<file path="config.mk">
export PLATFORM = sky130hd
export DESIGN_NAME = fenced_ring_buffer_allocator
export DESIGN_NICKNAME = d
export VERILOG_FILES = /design/src/design/frba_pkg.sv /design/src/design/frba_frame_queue.sv /design/src/design/fenced_ring_buffer_allocator.sv
export SDC_FILE = /design/constraint.sdc
export NUM_CORES = 2
export LEC_CHECK = 0
export ABC_AREA = 0
export BUFFER_PORTS_ARGS = -buffer_cell sky130_fd_sc_hd__buf_4
export CELL_PAD_IN_SITES_DETAIL_PLACEMENT = 1
export CELL_PAD_IN_SITES_GLOBAL_PLACEMENT = 1
export CORE_MARGIN = 4
export CORE_UTILIZATION = 47
export DETAILED_ROUTE_END_ITERATION = 10
export GPL_TIMING_DRIVEN = 0
export HOLD_SLACK_MARGIN = 0.1
export PLACE_DENSITY = 0.82
export RECOVER_POWER = 50
export SYNTH_ARGS = -nofsm -noshare
export SYNTH_HDL_FRONTEND = slang
export SYNTH_HIERARCHICAL = 1
export SYNTH_SLANG_ARGS = --single-unit
</file>
<file path="constraint.sdc">
create_clock -name clk_i -period 9.7 [get_ports clk_i]
set_clock_uncertainty 0.2 [all_clocks]
set_input_delay 1.94 -clock clk_i [delete_from_list [all_inputs] [get_ports clk_i]]
set_output_delay 1.94 -clock clk_i [all_outputs]
set_load 0.01 [all_outputs]
</file>
<file path="src/design/frba_pkg.sv">
// Shared types and constants for the fenced ring buffer allocator.
// No dependencies; imported by frba_frame_queue and the top level.
`timescale 1ns / 1ps
`default_nettype none
package frba_pkg;

  localparam int OFFSET_BITS = 24;
  localparam int POS_W       = OFFSET_BITS + 1;
  localparam int SIZE_W      = 25;
  localparam int ALIGN_W     = 5;
  localparam int FENCE_W     = 64;
  localparam int STATUS_W    = 2;
  localparam int OP_W        = 2;

  // aligned tail can reach 2^(2^ALIGN_W - 1)
  localparam int AT_W  = 1 << ALIGN_W;
  localparam int SUM_W = AT_W + 1;
  localparam int ACC_W = SUM_W + 1;

  localparam int FQ_DEPTH = 8;
  localparam int FQ_PTR_W = $clog2(FQ_DEPTH);
  localparam int FQ_CNT_W = $clog2(FQ_DEPTH + 1);

  localparam logic [POS_W-1:0] RING_MIN = POS_W'(256);
  localparam logic [POS_W-1:0] RING_CAP = POS_W'(1) << OFFSET_BITS;

  typedef enum logic [OP_W-1:0] {
    OP_ALLOC  = 2'd0,
    OP_FINISH = 2'd1,
    OP_FENCE  = 2'd2
  } op_e;

  typedef enum logic [STATUS_W-1:0] {
    ST_OK         = 2'd0,
    ST_OVERFLOW   = 2'd1,
    ST_QUEUE_FULL = 2'd2
  } status_e;

  typedef enum logic [1:0] {
    S_IDLE,
    S_EXEC,
    S_POP,
    S_HOLD
  } state_e;

  typedef struct packed {
    logic [FENCE_W-1:0] fence;
    logic [POS_W-1:0]   tail;
  } frame_t;

  typedef struct packed {
    logic                en;
    logic [FQ_PTR_W-1:0] addr;
    frame_t              entry;
  } fq_wr_t;

  typedef struct packed {
    logic                en;
    logic [FQ_PTR_W-1:0] addr;
  } fq_rd_t;

  typedef struct packed {
    logic [OFFSET_BITS-1:0] offset;
    logic [STATUS_W-1:0]    status;
    logic [POS_W-1:0]       used;
  } result_t;

  function automatic logic [FQ_PTR_W-1:0] ptr_next(input logic [FQ_PTR_W-1:0] p);
    logic [FQ_PTR_W-1:0] n;
    n = (p == FQ_PTR_W'(FQ_DEPTH - 1)) ? '0 : p + FQ_PTR_W'(1);
    return n;
  endfunction

endpackage
`default_nettype wire

</file>
<file path="src/design/frba_frame_queue.sv">
// Frame queue storage: one synchronous memory of fence/tail pairs.
// Depends on frba_pkg. One write and one registered read per cycle.
`timescale 1ns / 1ps
`default_nettype none
module frba_frame_queue import frba_pkg::*; (
  input  wire    clk_i,
  input  fq_wr_t wr_i,
  input  fq_rd_t rd_i,
  output frame_t rd_data_o
);

  frame_t mem [FQ_DEPTH];
  frame_t rd_data_q;

  always_ff @(posedge clk_i) begin
    if (wr_i.en) begin
      mem[wr_i.addr] <= wr_i.entry;
    end
    if (rd_i.en) begin
      rd_data_q <= mem[rd_i.addr];
    end
  end

  assign rd_data_o = rd_data_q;

endmodule
`default_nettype wire

</file>
<file path="src/design/fenced_ring_buffer_allocator.sv">
// Fenced ring buffer allocator, top level.
// Allocate, finish-frame and unknown items produce their result in the execute state after
// acceptance; so does a fence item on an empty queue, else it retires up to 8 frames from
// the queue, producing its result when the queue drains or a newer frame ends the walk.
// Items are handled one at a time; a stalled result holds input.
// Reset (async, rst_ni low): empty ring, empty frame queue, ring size 2^24 bytes.
`timescale 1ns / 1ps
`default_nettype none
module fenced_ring_buffer_allocator import frba_pkg::*; (
  input  wire                     clk_i,
  input  wire                     rst_ni,
  // configuration: ring size in bytes
  input  wire                     cfg_valid_i,
  output logic                    cfg_ready_o,
  input  wire  [SIZE_W-1:0]       cfg_buffer_size_i,
  // input items
  input  wire                     in_valid_i,
  output logic                    in_stall_o,
  input  wire  [OP_W-1:0]         op_i,
  input  wire  [SIZE_W-1:0]       alloc_size_i,
  input  wire  [ALIGN_W-1:0]      align_log2_i,
  input  wire  [FENCE_W-1:0]      fence_value_i,
  // result items
  output logic                    out_valid_o,
  input  wire                     out_stall_i,
  output logic [OFFSET_BITS-1:0]  offset_o,
  output logic [STATUS_W-1:0]     status_o,
  output logic [POS_W-1:0]        used_bytes_o
);

  state_e state_q, state_d;

  // ring state; positions are one bit wider than an offset so the tail can sit
  // exactly at the ring end
  logic [POS_W-1:0] rs_q, rs_d;
  logic [POS_W-1:0] head_q, head_d;
  logic [POS_W-1:0] tail_q, tail_d;
  logic [POS_W-1:0] used_q, used_d;
  logic [FQ_PTR_W-1:0] rptr_q, rptr_d;
  logic [FQ_PTR_W-1:0] wptr_q, wptr_d;
  logic [FQ_CNT_W-1:0] cnt_q, cnt_d;

  // captured item
  logic [OP_W-1:0]    item_op_q;
  logic [SIZE_W-1:0]  item_size_q;
  logic [ALIGN_W-1:0] item_lg_q;
  logic [FENCE_W-1:0] item_fence_q;

  // output register and a pending slot for a result that finds it occupied
  logic    out_valid_q, out_valid_d;
  result_t out_q, out_d;
  result_t pend_q, pend_d;

  fq_wr_t fq_wr;
  fq_rd_t fq_rd;
  frame_t fq_rdata;

  logic in_accept, cfg_we, out_free;

  assign in_stall_o  = (state_q != S_IDLE);
  assign in_accept   = in_valid_i && (state_q == S_IDLE);
  // an input item takes priority over a configuration write in the same cycle
  assign cfg_ready_o = (state_q == S_IDLE) && !in_valid_i;
  assign cfg_we      = cfg_valid_i && cfg_ready_o;
  assign out_free    = !out_valid_q || !out_stall_i;

  assign out_valid_o  = out_valid_q;
  assign offset_o     = out_q.offset;
  assign status_o     = out_q.status;
  assign used_bytes_o = out_q.used;

  frba_frame_queue u_fq (
    .clk_i     (clk_i),
    .wr_i      (fq_wr),
    .rd_i      (fq_rd),
    .rd_data_o (fq_rdata)
  );

  // effective ring size: round up to 256 bytes, clamp to [256, 2^OFFSET_BITS]
  logic [POS_W:0]   cfg_round;
  logic [POS_W-1:0] cfg_eff;
  assign cfg_round = ((POS_W+1)'(cfg_buffer_size_i) + (POS_W+1)'(255))
                     & ~(POS_W+1)'(255);
  always_comb begin
    if (cfg_round < (POS_W+1)'(RING_MIN)) begin
      cfg_eff = RING_MIN;
    end else if (cfg_round > (POS_W+1)'(RING_CAP)) begin
      cfg_eff = RING_CAP;
    end else begin
      cfg_eff = cfg_round[POS_W-1:0];
    end
  end

  // allocate datapath: align the tail up, then test the three placements
  logic [AT_W-1:0]  a_mask, at;
  logic [SUM_W-1:0] at_end;
  logic             ring_full, at_ge_head, end_fit, low_fit, wrap_fit;
  logic [ACC_W-1:0] used_lin, used_wrap;
  logic [POS_W-1:0] used_lin_sat, used_wrap_sat;

  assign a_mask     = (AT_W'(1) << item_lg_q) - AT_W'(1);
  assign at         = (AT_W'(tail_q) + a_mask) & ~a_mask;
  assign at_end     = SUM_W'(at) + SUM_W'(item_size_q);
  assign ring_full  = (used_q >= rs_q);
  assign at_ge_head = (at >= AT_W'(head_q));
  assign end_fit    = (at_end <= SUM_W'(rs_q));
  assign low_fit    = (at_end <= SUM_W'(head_q));
  assign wrap_fit   = (item_size_q <= SIZE_W'(head_q));

  // bytes skipped for alignment, or up to the ring end on a wrap, count as used
  assign used_lin  = ACC_W'(used_q) + ACC_W'(item_size_q) + ACC_W'(at - AT_W'(tail_q));
  assign used_wrap = ACC_W'(used_q) + ACC_W'(rs_q - tail_q) + ACC_W'(item_size_q);
  assign used_lin_sat  = (used_lin  > ACC_W'(rs_q)) ? rs_q : used_lin[POS_W-1:0];
  assign used_wrap_sat = (used_wrap > ACC_W'(rs_q)) ? rs_q : used_wrap[POS_W-1:0];

  // retire datapath: distance from head forward to the frame tail
  logic [POS_W:0]   ret_dist;
  logic [POS_W-1:0] used_ret;
  logic             ret_hit;

  assign ret_hit  = (item_fence_q >= fq_rdata.fence);
  assign ret_dist = (fq_rdata.tail >= head_q)
                    ? ((POS_W+1)'(fq_rdata.tail) - (POS_W+1)'(head_q))
                    : ((POS_W+1)'(fq_rdata.tail) + (POS_W+1)'(rs_q) - (POS_W+1)'(head_q));
  assign used_ret = (used_q == '0) ? '0 :
                    (ret_dist >= (POS_W+1)'(used_q)) ? '0 :
                    (used_q - ret_dist[POS_W-1:0]);

  logic    produce;
  result_t res;

  always_comb begin
    state_d     = state_q;
    rs_d        = rs_q;
    head_d      = head_q;
    tail_d      = tail_q;
    used_d      = used_q;
    rptr_d      = rptr_q;
    wptr_d      = wptr_q;
    cnt_d       = cnt_q;
    out_valid_d = out_valid_q && out_stall_i;
    out_d       = out_q;
    pend_d      = pend_q;
    fq_wr       = '0;
    fq_rd       = '0;
    produce     = 1'b0;
    res         = '0;

    // a size write empties the ring and the frame queue
    if (cfg_we) begin
      rs_d   = cfg_eff;
      head_d = '0;
      tail_d = '0;
      used_d = '0;
      rptr_d = '0;
      wptr_d = '0;
      cnt_d  = '0;
    end

    case (state_q)
      S_IDLE: begin
        if (in_accept) begin
          state_d = S_EXEC;
        end
      end
      S_EXEC: begin
        case (item_op_q)
          OP_ALLOC: begin
            produce    = 1'b1;
            res.status = ST_OVERFLOW;
            if (!ring_full) begin
              if (at_ge_head) begin
                if (end_fit) begin
                  tail_d     = at_end[POS_W-1:0];
                  used_d     = used_lin_sat;
                  res.offset = at[OFFSET_BITS-1:0];
                  res.status = ST_OK;
                end else if (wrap_fit) begin
                  // restart at offset 0, below the head
                  tail_d     = POS_W'(item_size_q);
                  used_d     = used_wrap_sat;
                  res.status = ST_OK;
                end
              end else if (low_fit) begin
                tail_d     = at_end[POS_W-1:0];
                used_d     = used_lin_sat;
                res.offset = at[OFFSET_BITS-1:0];
                res.status = ST_OK;
              end
            end
          end
          OP_FINISH: begin
            produce = 1'b1;
            if (cnt_q >= FQ_CNT_W'(FQ_DEPTH)) begin
              res.status = ST_QUEUE_FULL;
            end else begin
              fq_wr.en          = 1'b1;
              fq_wr.addr        = wptr_q;
              fq_wr.entry.fence = item_fence_q;
              fq_wr.entry.tail  = tail_q;
              wptr_d            = ptr_next(wptr_q);
              cnt_d             = cnt_q + FQ_CNT_W'(1);
            end
          end
          OP_FENCE: begin
            if (cnt_q == '0) begin
              produce = 1'b1;
            end else begin
              // fetch the oldest frame; compare once the read lands
              fq_rd.en   = 1'b1;
              fq_rd.addr = rptr_q;
              state_d    = S_POP;
            end
          end
          default: begin
            produce = 1'b1;
          end
        endcase
      end
      S_POP: begin
        if (ret_hit) begin
          head_d = fq_rdata.tail;
          used_d = used_ret;
          rptr_d = ptr_next(rptr_q);
          cnt_d  = cnt_q - FQ_CNT_W'(1);
          if (cnt_q == FQ_CNT_W'(1)) begin
            produce = 1'b1;
          end else begin
            fq_rd.en   = 1'b1;
            fq_rd.addr = ptr_next(rptr_q);
          end
        end else begin
          produce = 1'b1;
        end
      end
      S_HOLD: begin
        if (out_free) begin
          out_valid_d = 1'b1;
          out_d       = pend_q;
          state_d     = S_IDLE;
        end
      end
      default: begin
        state_d = S_IDLE;
      end
    endcase

    res.used = used_d;
    if (produce) begin
      if (out_free) begin
        out_valid_d = 1'b1;
        out_d       = res;
        state_d     = S_IDLE;
      end else begin
        pend_d  = res;
        state_d = S_HOLD;
      end
    end
  end

  always_ff @(posedge clk_i or negedge rst_ni) begin
    if (!rst_ni) begin
      state_q     <= S_IDLE;
      rs_q        <= RING_CAP;
      head_q      <= '0;
      tail_q      <= '0;
      used_q      <= '0;
      rptr_q      <= '0;
      wptr_q      <= '0;
      cnt_q       <= '0;
      out_valid_q <= 1'b0;
    end else begin
      state_q     <= state_d;
      rs_q        <= rs_d;
      head_q      <= head_d;
      tail_q      <= tail_d;
      used_q      <= used_d;
      rptr_q      <= rptr_d;
      wptr_q      <= wptr_d;
      cnt_q       <= cnt_d;
      out_valid_q <= out_valid_d;
    end
  end

  // payload registers: no reset
  always_ff @(posedge clk_i) begin
    if (in_accept) begin
      item_op_q    <= op_i;
      item_size_q  <= alloc_size_i;
      item_lg_q    <= align_log2_i;
      item_fence_q <= fence_value_i;
    end
    out_q  <= out_d;
    pend_q <= pend_d;
  end

  // checks
  a_cnt_bound: assert property (@(posedge clk_i) disable iff (!rst_ni)
    cnt_q <= FQ_CNT_W'(FQ_DEPTH))
    else $error("frame queue count above depth");

  a_used_bound: assert property (@(posedge clk_i) disable iff (!rst_ni)
    used_q <= rs_q)
    else $error("used bytes above ring size");

  a_pop_nonempty: assert property (@(posedge clk_i) disable iff (!rst_ni)
    (state_q == S_POP) |-> (cnt_q != '0))
    else $error("retire step with empty frame queue");

  a_accept_exec: assert property (@(posedge clk_i) disable iff (!rst_ni)
    in_accept |=> (state_q == S_EXEC))
    else $error("accepted item not executed next cycle");

  a_cfg_exclusive: assert property (@(posedge clk_i) disable iff (!rst_ni)
    cfg_we |-> !in_accept)
    else $error("configuration write together with an item");

endmodule
`default_nettype wire

</file>
==> impl_metrics.tcl <==
set metrics [dict create \
    status "complete, but fails checks" \
    violations "max-capacitance violations, max-slew violations, negative setup slack" \
    hpwl_um 185000 \
    clock_sinks 1104 \
    htreeDepth 3 \
    cpMaxStageDelayCell "a211oi_4" \
    pre_cts_ws_ns -3.74 \
    avgSynthCellArea_sq_um 11.9 \
    fin_cells 7773 \
    synth-seq-cells 1104 \
    routed_wl_um 260000 \
    synth_area_sq_um 64400 \
    clk_path_buf_depth 3 \
    fin_crit_ns 10.41 \
    vias 51200 \
    drt-initial-drc-count 5895 \
    areaGrowthSynthToFinish_pct 17.5 \
    ff_latch_area_sq_um 32100 \
    post-route-period-util 1.07 \
    fill_cells 13800 \
    synthCells 5417 \
    cap_violations 6 \
    hold_path_class "reg -> reg" \
    grt_max_degree 61 \
    grt_pass1_wl_um 373000 \
    overflow 0 \
    avgRoutedWirePerCell_um 33.5 \
    start_util 0.475 \
    antenna_found_initial 12 \
    dp_cells 7437 \
    cp_max_fo 6 \
    hold_viol 0 \
    path_clk_slew_ns 0.06 \
    cp-end-kind "flop" \
    ioPinCount 180 \
    finalSetupViolations 104 \
    worst_pin_slew_ns 4.13 \
    core_area_sq_um 136000 \
    cts-root-buf "clkbuf_16" \
    worstSetupPathType "reg -> reg" \
    layout.nets 6538 \
    rows 135 \
    ys_warn_count 6 \
    via_per_inst 6.58 \
    dieHeight_um 378 \
    synth_top_flop_cell "edfxtp_1" \
    final.setup.worst_slack_ns -0.708 \
    synth_fp_nets 6065 \
    hold_slack_ns 0.247 \
    hold_buffers 0 \
    cp-start-kind "flop" \
    grt_usage 0.358 \
    synth_edf_count 948 \
    drive_above_1_share 0.190 \
    synth_cell_types 111 \
    gp_congestion 1.01 \
    rsz0062_at_grt "true" \
    antenna_left 0 \
    drc 0 \
    cts_tree "built" \
    grt_pass1_vias 52400 \
    multi_input_area_sq_um 31800 \
    slowest_delay_ns 0.45 \
    numCtsBuffers 112 \
    die_area_sq_um 143000 \
    drt_pass1_iterations 8 \
    fmax_mhz 96.1 \
    synth.yosys.seq_area_share 0.498 \
    arrival_ns 10.69 \
    relSlewSlack -1.75 \
    die_x_um 378 \
    slew_viol_final 215 \
    synthArstFlopShare 0.0951 \
    path_common_cell "nor3_4" \
    clk_latency_ns 0.80 \
    cp_data_required_time_ns 9.98 \
    numPortBuffers 179 \
]
## what timing repair did
item | 4_1_cts | 5_1_grt
gates resized for setup | 396 | 117
pin swaps | 132 | 59
cloned | 3 | 0
setup endpoints to repair | 150 | 150
buffers inserted | 99 | 30
## final cells by class
class                   count  area share
plain buffers             197      0.0145
multi-input cells        3674       0.420
well taps                1781      0.0294
diodes                      7    0.000231
inverters                 433      0.0215
flip-flops and latches   1104       0.424
clock inverters            73      0.0107
repair buffers            368      0.0406
clock buffers             136      0.0385
## flip-flops by register name, indices dropped and copies added, names as in the netlist, 17 cells and up
| name | count |
|---|---|
| used_q | 25 |
| tail_q | 25 |
| head_q | 25 |
| u_fq/mem | 712 |
| rs_q | 17 |
| u_fq/rd_data_o | 89 |
| offset_o | 24 |
| item_fence_q | 64 |
| item_size_q | 25 |
| used_bytes_o | 25 |
| pend_q | 51 |
## per-stage QoR
| step | util | TNS, ns | area [sq um] |
|---|---|---|---|
| after floorplan | - | 0 | 64400 |
| after global placement | 0.501 | -5249.53 | 68000 |
| after detailed placement | 0.509 | -450.43 | 69100 |
| after CTS | 0.556 | -2.66 | 75400 |
| after global routing | 0.558 | -65.23 | 75700 |
| final | 0.558 | -36.09 | 75700 |
## path summary, 6_finish.rpt
kind | slack (ns) | to | cells after the start | startpoint
setup / recovery | -0.71 | pend_q[24] | 48 | item_lg_q[3]
hold / removal | 0.25 | used_bytes_o[8] | 2 | used_bytes_o[8]
setup reg to reg | -0.71 | pend_q[24] | 48 | item_lg_q[3]
hold reg to reg | 0.25 | used_bytes_o[8] | 2 | used_bytes_o[8]
max in group asynchronous | 2.07 | tail_q[0] | 2 | rst_ni
min in group asynchronous | 2.45 | out_valid_o | 1 | rst_ni
## synth_stat cells, drive strengths merged, types with 118 or more instances
cell	instances	area share
a21o	146	0.017
a21oi	326	0.025
and2	131	0.013
clkbuf	148	0.0086
edfxtp	948	0.44
ha	466	0.090
inv	432	0.025
mux2	118	0.021
mux4	178	0.063
nand2	311	0.018
nor2	268	0.016
o21ai	322	0.025
xnor2	141	0.019
## routing by layer
| metal | global-route usage | routed length [um] | vias up |
|---|---|---|---|
| li1 | - | - | 21300 |
| met1 | 0.465 | 100000 | 26000 |
| met2 | 0.569 | 119000 | 3113 |
| met3 | 0.0744 | 24000 | 790 |
| met4 | 0.187 | 17300 | 10 |
| met5 | 0 | 79 | - |
## cell usage in the layout, fill, tap and decap left out, types with 31 or more instances in the layout
cell type and n:
edfxtp_1 948, ha_1 450, inv_1 429, nand2_1 293, a21oi_1 283, o21ai_0 270, nor2_1 245, clkbuf_1 229
mux4_2 164, a21o_1 146, buf_4 136, xnor2_1 124, clkbuf_16 114, mux2_2 113, dfrtp_1 99, nand3_1 98
and2_0 91, clkbuf_4 76, xor2_1 75, o21a_1 71, nand4_1 64, nor3_1 62, nand2b_1 61, nor2b_1 57
o22ai_1 57, buf_6 56, fa_1 56, dfxtp_1 51, mux2i_1 48, o21bai_1 44, and3_1 42, a31oi_1 40
and2_1 35, buf_12 31
## kinds of logic (layout without fill, tap and decap cells)
logic type	count (synthesis)	after routing	share of synthesized area
AND/OR/NAND/NOR	1242	1242	0.0966
flip-flops	1104	1104	0.498
adder cells (fa/ha/maj)	523	523	0.108
buffers and inverters	639	1207	0.0399
AO/OA/AOI/OAI	1335	1335	0.135
XOR/XNOR	225	225	0.0306
multiplexers	349	349	0.0919
other	0	7	0
## worst max-delay path, delay by kind of cell (launching register included)
kind / cells / cell delay (ns)
compound gates: 16 / 3.72
simple gates: 18 / 3.22
fa+ha+maj: 4 / 1.08
buf+inv: 7 / 1.01
xor+xnor: 2 / 0.40
flops: 1 / 0.38
mux: 1 / 0.09
Power is left out: the tool's default activity adds up to more than one toggle a clock period on the data nets, which glitch-free logic cannot reach.
